--- config.mk ---
export PLATFORM = sky130hd
export DESIGN_NAME = modular_exponentiation_64_core
export DESIGN_NICKNAME = d
export VERILOG_FILES = /design/src/rtl/mexp64_pkg.sv /design/src/rtl/modular_exponentiation_64_core.sv /design/src/rtl/mexp64_mulmod.sv
export SDC_FILE = /design/constraint.sdc
export NUM_CORES = 1
export LEC_CHECK = 0
export BUFFER_PORTS_ARGS = -buffer_cell sky130_fd_sc_hd__buf_4
export CORE_MARGIN = 5
export CORE_UTILIZATION = 40
export CTS_CLUSTER_SIZE = 16
export DETAILED_ROUTE_END_ITERATION = 6
export PLACE_DENSITY = 0.54
export SLEW_MARGIN = 20
export SYNTH_ARGS = -nofsm -noshare
export SYNTH_HDL_FRONTEND = slang
export SYNTH_SLANG_ARGS = --single-unit
--- constraint.sdc ---
create_clock -name clock -period 9.8 [get_ports clock]
set_input_delay 1.96 -clock clock [delete_from_list [all_inputs] [get_ports clock]]
set_output_delay 1.96 -clock clock [all_outputs]
set_load 0.005 [all_outputs]
--- src/rtl/mexp64_pkg.sv ---
// Shared types and constants for the 64-bit modular exponentiation core.
package mexp64_pkg;

   localparam int unsigned WORD_W    = 64;
   localparam int unsigned BIT_CNT_W = $clog2(WORD_W);

   typedef logic [WORD_W-1:0] word_type;

   typedef struct packed {
      word_type base_value;
      word_type exponent;
      word_type modulus;
   } req_data_type;

   typedef struct packed {
      word_type power_result;
      logic     zero_modulus_error;
   } rsp_data_type;

   // Command to the shared modular multiplier. The multiplicand must be below the modulus.
   typedef struct packed {
      logic     start;
      word_type multiplicand;
      word_type multiplier;
      word_type modulus;
   } mul_cmd_type;

   typedef struct packed {
      logic     done;
      word_type product;
   } mul_rsp_type;

   typedef enum logic [2:0] {
      ST_IDLE,
      ST_REDUCE,
      ST_STEP,
      ST_MUL,
      ST_SQUARE,
      ST_FINISH
   } state_type;

endpackage

--- src/rtl/modular_exponentiation_64_core.sv ---
// Top level of the 64-bit modular exponentiation core: sequencer and result register.
//
// Channel  Direction  Handshake              Word contents
// req      in         req_valid / req_ready  base_value, exponent, modulus
// rsp      out        rsp_valid / rsp_ready  power_result, zero_modulus_error
//
// Run time from acceptance to rsp_valid grows with the exponent's bit length and number
// of set bits: each bit below the top costs a square, each set bit a multiply, and even a
// zero exponent runs the base reduction, all on the single bit-serial multiplier.
// A zero modulus skips all arithmetic; ST_FINISH then loads the result register.
// Reset is synchronous and active high; it clears the sequencer and the result valid.
// The next request is taken while a result waits in the output register; only the
// handoff of the following result stalls until rsp_ready frees that register.
module modular_exponentiation_64_core (
   input  logic                      clock,
   input  logic                      reset,
   input  logic                      req_valid,
   output logic                      req_ready,
   input  mexp64_pkg::req_data_type  req_data,
   output logic                      rsp_valid,
   input  logic                      rsp_ready,
   output mexp64_pkg::rsp_data_type  rsp_data
);

   mexp64_pkg::state_type     state_ff, state_in;
   mexp64_pkg::word_type      exp_ff, exp_in;
   mexp64_pkg::word_type      mod_ff, mod_in;
   mexp64_pkg::word_type      acc_ff, acc_in;
   mexp64_pkg::word_type      sq_ff, sq_in;
   logic                      err_ff, err_in;
   logic                      rsp_valid_ff, rsp_valid_in;
   mexp64_pkg::rsp_data_type  rsp_data_ff, rsp_data_in;

   mexp64_pkg::mul_cmd_type   mul_cmd;
   mexp64_pkg::mul_rsp_type   mul_rsp;
   mexp64_pkg::word_type      one_mod;
   logic                      req_take;
   logic                      rsp_free;

   // The single shared arithmetic unit: every modular product goes through it.
   mexp64_mulmod u_mulmod (
      .clock (clock),
      .reset (reset),
      .cmd   (mul_cmd),
      .rsp   (mul_rsp)
   );

   assign req_ready = (state_ff == mexp64_pkg::ST_IDLE);
   assign req_take  = req_valid && req_ready;
   assign rsp_free  = !rsp_valid_ff || rsp_ready;

   // One modulo m: 1 for any modulus above 1, and 0 when the modulus is 1.
   assign one_mod = (req_data.modulus == mexp64_pkg::word_type'(1)) ? '0
                                                                    : mexp64_pkg::word_type'(1);

   always_comb begin
      state_in             = state_ff;
      exp_in               = exp_ff;
      mod_in               = mod_ff;
      acc_in               = acc_ff;
      sq_in                = sq_ff;
      err_in               = err_ff;
      mul_cmd.start        = 1'b0;
      mul_cmd.multiplicand = sq_ff;
      mul_cmd.multiplier   = sq_ff;
      mul_cmd.modulus      = mod_ff;
      rsp_valid_in         = rsp_valid_ff && !rsp_ready;
      rsp_data_in          = rsp_data_ff;

      case (state_ff)
         mexp64_pkg::ST_IDLE: begin
            if (req_take) begin
               exp_in = req_data.exponent;
               mod_in = req_data.modulus;
               acc_in = one_mod;
               if (req_data.modulus == '0) begin
                  // Zero modulus: result forced to zero with the error flag.
                  err_in   = 1'b1;
                  acc_in   = '0;
                  state_in = mexp64_pkg::ST_FINISH;
               end else begin
                  // The base is reduced as (1 mod m) * base mod m, which needs no divider.
                  err_in               = 1'b0;
                  mul_cmd.start        = 1'b1;
                  mul_cmd.multiplicand = one_mod;
                  mul_cmd.multiplier   = req_data.base_value;
                  mul_cmd.modulus      = req_data.modulus;
                  state_in             = mexp64_pkg::ST_REDUCE;
               end
            end
         end
         mexp64_pkg::ST_REDUCE: begin
            if (mul_rsp.done) begin
               sq_in    = mul_rsp.product;
               state_in = mexp64_pkg::ST_STEP;
            end
         end
         mexp64_pkg::ST_STEP: begin
            // Right-to-left scan: multiply when the low exponent bit is set, then square.
            if (exp_ff == '0) begin
               state_in = mexp64_pkg::ST_FINISH;
            end else if (exp_ff[0]) begin
               mul_cmd.start        = 1'b1;
               mul_cmd.multiplicand = acc_ff;
               state_in             = mexp64_pkg::ST_MUL;
            end else begin
               mul_cmd.start = 1'b1;
               state_in      = mexp64_pkg::ST_SQUARE;
            end
         end
         mexp64_pkg::ST_MUL: begin
            if (mul_rsp.done) begin
               acc_in = mul_rsp.product;
               if (exp_ff[mexp64_pkg::WORD_W-1:1] == '0) begin
                  // Last set bit: the trailing square cannot change the result.
                  state_in = mexp64_pkg::ST_FINISH;
               end else begin
                  mul_cmd.start = 1'b1;
                  state_in      = mexp64_pkg::ST_SQUARE;
               end
            end
         end
         mexp64_pkg::ST_SQUARE: begin
            if (mul_rsp.done) begin
               sq_in    = mul_rsp.product;
               exp_in   = {1'b0, exp_ff[mexp64_pkg::WORD_W-1:1]};
               state_in = mexp64_pkg::ST_STEP;
            end
         end
         mexp64_pkg::ST_FINISH: begin
            if (rsp_free) begin
               rsp_valid_in                   = 1'b1;
               rsp_data_in.power_result       = acc_ff;
               rsp_data_in.zero_modulus_error = err_ff;
               state_in                       = mexp64_pkg::ST_IDLE;
            end
         end
         default: begin
            state_in = mexp64_pkg::ST_IDLE;
         end
      endcase
   end

   always_ff @(posedge clock) begin
      if (reset) begin
         state_ff     <= mexp64_pkg::ST_IDLE;
         rsp_valid_ff <= 1'b0;
      end else begin
         state_ff     <= state_in;
         rsp_valid_ff <= rsp_valid_in;
      end
      exp_ff      <= exp_in;
      mod_ff      <= mod_in;
      acc_ff      <= acc_in;
      sq_ff       <= sq_in;
      err_ff      <= err_in;
      rsp_data_ff <= rsp_data_in;
   end

   assign rsp_valid = rsp_valid_ff;
   assign rsp_data  = rsp_data_ff;

endmodule

--- src/rtl/mexp64_mulmod.sv ---
// Bit-serial double-and-add modular multiplier, one multiplier bit per cycle.
module mexp64_mulmod (
   input  logic                     clock,
   input  logic                     reset,
   input  mexp64_pkg::mul_cmd_type  cmd,
   output mexp64_pkg::mul_rsp_type  rsp
);

   logic                                busy_ff, busy_in;
   logic                                done_ff, done_in;
   logic [mexp64_pkg::BIT_CNT_W-1:0]    count_ff, count_in;
   mexp64_pkg::word_type                acc_ff, acc_in;
   mexp64_pkg::word_type                a_ff, a_in;
   mexp64_pkg::word_type                b_ff, b_in;
   mexp64_pkg::word_type                m_ff, m_in;

   logic [mexp64_pkg::WORD_W:0]         dbl_sum;
   logic [mexp64_pkg::WORD_W:0]         add_sum;
   mexp64_pkg::word_type                dbl_red;
   mexp64_pkg::word_type                add_red;
   mexp64_pkg::word_type                acc_step;
   logic                                last_bit;

   // One step: acc = 2*acc mod m, then plus a mod m when the top multiplier bit is set.
   always_comb begin
      dbl_sum = {acc_ff, 1'b0};
      if (dbl_sum >= {1'b0, m_ff}) begin
         dbl_red = mexp64_pkg::word_type'(dbl_sum - {1'b0, m_ff});
      end else begin
         dbl_red = dbl_sum[mexp64_pkg::WORD_W-1:0];
      end
      add_sum = {1'b0, dbl_red} + {1'b0, a_ff};
      if (add_sum >= {1'b0, m_ff}) begin
         add_red = mexp64_pkg::word_type'(add_sum - {1'b0, m_ff});
      end else begin
         add_red = add_sum[mexp64_pkg::WORD_W-1:0];
      end
      acc_step = b_ff[mexp64_pkg::WORD_W-1] ? add_red : dbl_red;
   end

   assign last_bit = (count_ff == mexp64_pkg::BIT_CNT_W'(mexp64_pkg::WORD_W - 1));

   always_comb begin
      busy_in  = busy_ff;
      done_in  = 1'b0;
      count_in = count_ff;
      acc_in   = acc_ff;
      a_in     = a_ff;
      b_in     = b_ff;
      m_in     = m_ff;
      if (cmd.start) begin
         busy_in  = 1'b1;
         count_in = '0;
         acc_in   = '0;
         a_in     = cmd.multiplicand;
         b_in     = cmd.multiplier;
         m_in     = cmd.modulus;
      end else if (busy_ff) begin
         acc_in   = acc_step;
         b_in     = {b_ff[mexp64_pkg::WORD_W-2:0], 1'b0};
         count_in = count_ff + 1'b1;
         if (last_bit) begin
            busy_in = 1'b0;
            done_in = 1'b1;
         end
      end
   end

   always_ff @(posedge clock) begin
      if (reset) begin
         busy_ff <= 1'b0;
         done_ff <= 1'b0;
      end else begin
         busy_ff <= busy_in;
         done_ff <= done_in;
      end
      count_ff <= count_in;
      acc_ff   <= acc_in;
      a_ff     <= a_in;
      b_ff     <= b_in;
      m_ff     <= m_in;
   end

   assign rsp.done    = done_ff;
   assign rsp.product = acc_ff;

endmodule

* Word level (Yosys, flattened, before mapping)
Index checks and enable logic that the tools add are counted.
** Word-level totals
- Word-level logic and storage cells :: 93
- Output and inout bits :: 67
- Register bits :: 590
- Input bits :: 196
** Operators by class
- Mux-type cells :: 38
- Bitwise operators :: 1
- Reductions and logical operators :: 20
- Magnitude comparators :: 2
- Eq/ne operators :: 12
- $add $sub $neg :: 4
** Operators by type and width (number)
- two-way mux 64 bit :: 10
- two-way mux 193 bit :: 2
- case mux 64 bit (2 select lines) :: 3
- greater-or-equal comparator 65 x 64 -> 1 bit :: 2
- zero test 64 bit :: 2
- two-way mux 128 bit :: 1
- subtractor 64 bit :: 2
- adder 64 x 64 -> 65 bit :: 1
- two-way mux 65 bit :: 1
- == test 64 x 1 -> 1 bit, second input constant :: 1
- zero test 63 bit :: 1
- two-way mux 3 bit :: 7
- case mux 3 bit (5 select lines) :: 1
- two-way mux 1 bit :: 12
- != test 2 x 1 -> 1 bit, second input constant :: 4
- adder 6 x 1 -> 6 bit, second input constant :: 1
- == test 3 x 2 -> 1 bit, second input constant :: 2
- == test 3 bit, second input constant :: 2
- == test 6 bit, second input constant :: 1
- AND reduction 2 bit :: 3
- AND reduction 3 bit :: 2
- nonzero test 2 bit :: 3
- AND reduction 4 bit :: 1
- == test 3 x 1 -> 1 bit, second input constant :: 1
- 9 further kinds :: 11

* Depth between registers and ports, before layout
- Depth after elaboration :: 6
- Depth in mapped cells :: 43
- Depth with buffers taken out :: 36

* Cells and area by module
Synthesis repeated with hierarchy kept, for this count alone.
** Unflattened totals
- Cells, all modules :: 3359
- Area total of the unflattened synthesis :: 36608.9 µm²
** By module, submodules not included
- mexp64_mulmod :: area each 22277.6 µm², cells each 2560, times used 1, sequential area each 7206.9 µm²
- modular_exponentiation_64_core :: area each 14331.2 µm², cells each 799, times used 1, sequential area each 9749.4 µm²

* Least setup slack after synthesis
Ideal clock, no wire load.
- Path type :: register to register
- Start :: register u_mulmod.m_ff[45]
- End :: register u_mulmod.acc_ff[25]
- Clock period less this slack :: 8.267 ns
- Cell stages (with the launch flop) :: 43
- Required time :: 9.484 ns
- Setup time :: 0.316 ns
- Buffers on the path :: 7
- Arrival time :: 7.951 ns
- Path slack :: 1.533 ns
- Cell sequence :: edfxtp_1 inv_1 ha_1 clkbuf_1 nand4_1 or4_1 nor4_2 nand4_1 a2111oi_2 nor2_1 buf_2 buf_2 buf_2 nor2_1 ha_1 inv_1 fa_1 nand2b_1 [... 7 more ...] o31ai_1 xor2_1 ha_1 clkbuf_1 nand2_1 nor3_1 and2_1 nand4_1 o21ai_0 a21oi_1 o21ai_0 nor3_2 buf_6 buf_6 mux2i_1 a21oi_1 mux2i_1 nor2_1
** Between the ends
- Word-level cells in the longest chain between the ends :: 6
** RTL lines
- from (decl) :: RTL line mexp64_mulmod.sv:15 : mexp64_pkg::word_type m_ff, m_in;
- from (signal assigned) :: RTL line mexp64_mulmod.sv:81 : m_ff <= m_in;
- greater-or-equal comparator 65 x 64 -> 1 bit / subtractor 64 bit (equally long branches) :: RTL line mexp64_mulmod.sv:27, mexp64_mulmod.sv:28
- two-way mux 64 bit :: RTL line mexp64_mulmod.sv:27 : if (dbl_sum >= {1'b0, m_ff}) begin
- adder 64 x 64 -> 65 bit :: RTL line mexp64_mulmod.sv:32 : add_sum = {1'b0, dbl_red} + {1'b0, a_ff};
- subtractor 64 bit / greater-or-equal comparator 65 x 64 -> 1 bit (equally long branches) :: RTL line mexp64_mulmod.sv:34, mexp64_mulmod.sv:33
- two-way mux 64 bit :: RTL line mexp64_mulmod.sv:33 : if (add_sum >= {1'b0, m_ff}) begin
- two-way mux 64 bit * :: RTL line mexp64_mulmod.sv:38 : acc_step = b_ff[mexp64_pkg::WORD_W-1] ? add_red : dbl_red;
- to (signal assigned) :: RTL line mexp64_mulmod.sv:78 : acc_ff <= acc_in;
- to (decl) :: RTL line mexp64_mulmod.sv:12 : mexp64_pkg::word_type acc_ff, acc_in;
Mark *: on every way between the ends. The rest lies on a longest branch, timed or not.
A chain may end at the register's enable or synchronous reset.

* Worst setup path in the final report
- Start :: register u_mulmod.m_ff[36]
- End :: register u_mulmod.acc_ff[56]
** Between the ends
- Word-level cells in the longest chain between the ends :: 6
** RTL lines (RTL line)
- subtractor 64 bit / greater-or-equal comparator 65 x 64 -> 1 bit (equally long branches) :: mexp64_mulmod.sv:28, mexp64_mulmod.sv:27
- two-way mux 64 bit :: mexp64_mulmod.sv:27
- adder 64 x 64 -> 65 bit :: mexp64_mulmod.sv:32
- subtractor 64 bit / greater-or-equal comparator 65 x 64 -> 1 bit (equally long branches) :: mexp64_mulmod.sv:34, mexp64_mulmod.sv:33
- two-way mux 64 bit :: mexp64_mulmod.sv:33
- two-way mux 64 bit * :: mexp64_mulmod.sv:38
Marked as above.

==> flow_metrics.py <==
metrics = {
    "placed_design": {
        "io_buffers": 262,
        "hpwlAfterDp_um": 97300,
        "place_congestion": 0.971,
    },
    "final_layout": {
        "fin_nets": 4432,
        "final_util_pct": 50.0,
        "synthToLayoutAreaGrowth_pct": 23.8,
        "n_antenna_cell": 0,
        "drive_above_1_share_pct": 24.8,
    },
    "yosys": {
        "yosysMostFrequentCell": "edfxtp_1",
        "syn_area_um2": 35700,
        "async_flop_share_pct": 0,
        "ys_types": 92,
        "synth_top_area_share_pct": 43.2,
        "netlist_instances": 3460,
        "synth_warnings": 0,
        "ys_seq_area_share_pct": 47.4,
        "syn_area_per_cell_um2": 10.3,
        "synth_ff_type": "edfxtp_1",
        "synth_nets": 3852,
        "synth_common_cells": "edfxtp_1, nand2_1, a21oi_1",
        "ys_seq_elements": 590,
        "yosysTopAreaCell": "edfxtp_1",
        "ys_top_cells_by_area": "edfxtp_1, ha_1, mux2_2, dfxtp_1, a21oi_1",
        "synth_enable_flop_cells": 514,
    },
    "critical_path": {
        "r2r_slack_ps": 580,
        "crit_arrival_ps": 9770,
        "cp.depth": 42,
        "cp.buffers_inverters": 9,
        "crit_end": "u_mulmod.acc_ff[56]",
        "crit_path_max_incr_delay_ps": 600,
        "crit_top_cell": "buf_4",
        "rr_endpoint": "u_mulmod.acc_ff[56]",
        "reg2regPathDepth": 42,
        "slowest_stage": "or4_4",
        "cp_top_family": "compound AO/OA/AOI/OAI gates",
        "critical_path_class": "reg -> reg",
        "r2r-start": "u_mulmod.m_ff[36]",
        "startpoint": "u_mulmod.m_ff[36]",
        "crit_path_end_kind": "flop",
        "cp-start-kind": "flop",
        "crit_fanout": 8,
        "required_ps": 10350,
    },
    "flow_run": {
        "maxCapViolCount": 0,
    },
    "drt": {
        "drc": 0,
        "dr.first_iter.drc_count": 2639,
        "first_pass_iters": 6,
        "drt_wl_total_um": 127000,
        "vias": 29700,
        "antenna_left": 0,
        "detail_route.vias_per_cell": 5.65,
        "wire_per_inst_um": 24.1,
    },
    "cts": {
        "cts_tree": "yes",
        "cts_root_buf": "clkbuf_16",
        "htreeDepth": 3,
        "cts.sinks": 590,
        "clkTransAtPathRegs_ps": 60,
        "numCtsBuffers": 72,
        "clk_latency_ps": 670,
        "clockBufferDepth": 3,
        "ctsHoldBuffers": 0,
    },
    "die": {
        "die_x_um": 309,
        "core_area_um2": 88500,
        "fp.dieArea_um2": 95400,
        "die_y_um": 309,
        "initial_utilization_pct": 40.4,
        "io_pins": 263,
        "placement_rows": 109,
    },
    "timing": {
        "rsz0062_at_grt": "false",
        "setup_tns_ps": 0,
        "fmax_ghz": 0.108,
        "finalHoldViolations": 0,
        "fin_crit_ps": 9220,
        "finalSetupViolations": 0,
        "slew_viol_final": 0,
        "min_period_over_period_pct": 94.1,
        "slew_headroom_pct": 22.7,
        "worst_clock_skew_ps": 43.5,
        "worstMarginPinSlew_ps": 1150,
    },
    "grt": {
        "grt.overflow.total": 0,
        "antenna_found_initial": 6,
        "grt_max_degree": 82,
        "grt_pass1_vias": 29700,
        "grt_usage_pct": 26.0,
        "grt_pass1_wl_um": 190000,
    },
    "min_path": {
        "min_path_type": "reg -> reg",
    },
    "outcome": {
        "status": "finished clean",
    },
}
==> worst min-delay path by stage <==
stage | startpoint | slack [ps] | endpoint | cells after the start
floorplan | err_ff | 400 | rsp_data[0] | 0
global placement | err_ff | 410 | rsp_data[0] | 0
detailed placement | err_ff | 410 | rsp_data[0] | 0
finish | err_ff | 430 | rsp_data[0] | 0
global route | acc_ff[58] | 460 | rsp_data[59] | 0
CTS | err_ff | 430 | rsp_data[0] | 0
==> per-stage QoR <==
stage / hold WS (ps) / setup WS (ps) / cells / area, um^2
floorplan: 400 / 1530 / 3460 / 35700
global placement: 409 / 95.2 / 5123 / 41700
detailed placement: 414 / 81.5 / 5123 / 41700
CTS: 433 / 102 / 5257 / 44100
global route: 456 / 40.6 / 5265 / 44300
finish: 428 / 578 / 5265 / 44300
==> cells in the final DEF (no fill, tap or decap), types with 12 or more instances in the layout <==
master     count
a211oi_1      30
a21o_1        73
a21oi_1      272
a22o_1        68
a31oi_1       29
and2_1        79
and3_1        17
buf_4        681
clkbuf_1      20
clkbuf_16     73
dfxtp_1       75
edfxtp_1     514
ha_1         187
inv_1        130
mux2_2       143
mux2i_1       89
nand2_1      359
nand2b_1      20
nand3_1       55
nand4_1       65
nor2_1       171
nor2b_1       19
nor3_1        48
nor4_1        46
o211ai_1      41
o21a_1        23
o21ai_0      227
o21ai_1       57
o21bai_1      43
or3_1         12
xnor2_1      113
xor2_1        72
==> metal layers <==
metal	up-vias	GRT usage (%)	routed length (um)
li1	14100	-	-
met1	14400	37.8	59200
met2	1060	40.9	56200
met3	148	4.92	9060
met4	4	5.68	2530
met5	-	0	21
==> area by class of cell <==
type | instances | area, um^2
clock buffer | 98 | 1970
sequential | 590 | 17000
timing repair buffer | 690 | 5270
clock inverter | 36 | 417
inverter | 134 | 509
fill | 8150 | 44300
multi-input combinational | 2552 | 17700
tap | 1165 | 1460
==> cells by family (layout without fill, tap and decap cells) <==
| group | Yosys count | after routing | share of synthesized area (%) |
|---|---|---|---|
| simple gates | 928 | 928 | 12.3 |
| compound gates | 1010 | 1010 | 18.1 |
| buf+inv | 318 | 958 | 3.61 |
| fa+ha+maj | 196 | 196 | 6.92 |
| mux | 233 | 233 | 7.04 |
| flops | 590 | 590 | 47.4 |
| xor+xnor | 185 | 185 | 4.53 |
==> state kept, by name, indices dropped and copies added, names as in the netlist, 3 cells and up <==
register and count:
rsp_data 65, acc_ff 64, exp_ff 64, mod_ff 64
sq_ff 64, u_mulmod.a_ff 64, u_mulmod.acc_ff 64, u_mulmod.b_ff 64
u_mulmod.m_ff 64, u_mulmod.count_ff 6, state_ff 3
==> repair_timing <==
item,CTS,global route
buffers inserted,0,7
endpoints found under the setup margin,8,64
pin swaps,0,7
gates cloned,0,0
resized for setup,1,26
Power is left out: the tool's default activity adds up to more than one toggle a clock period on the data nets, which glitch-free logic cannot reach.
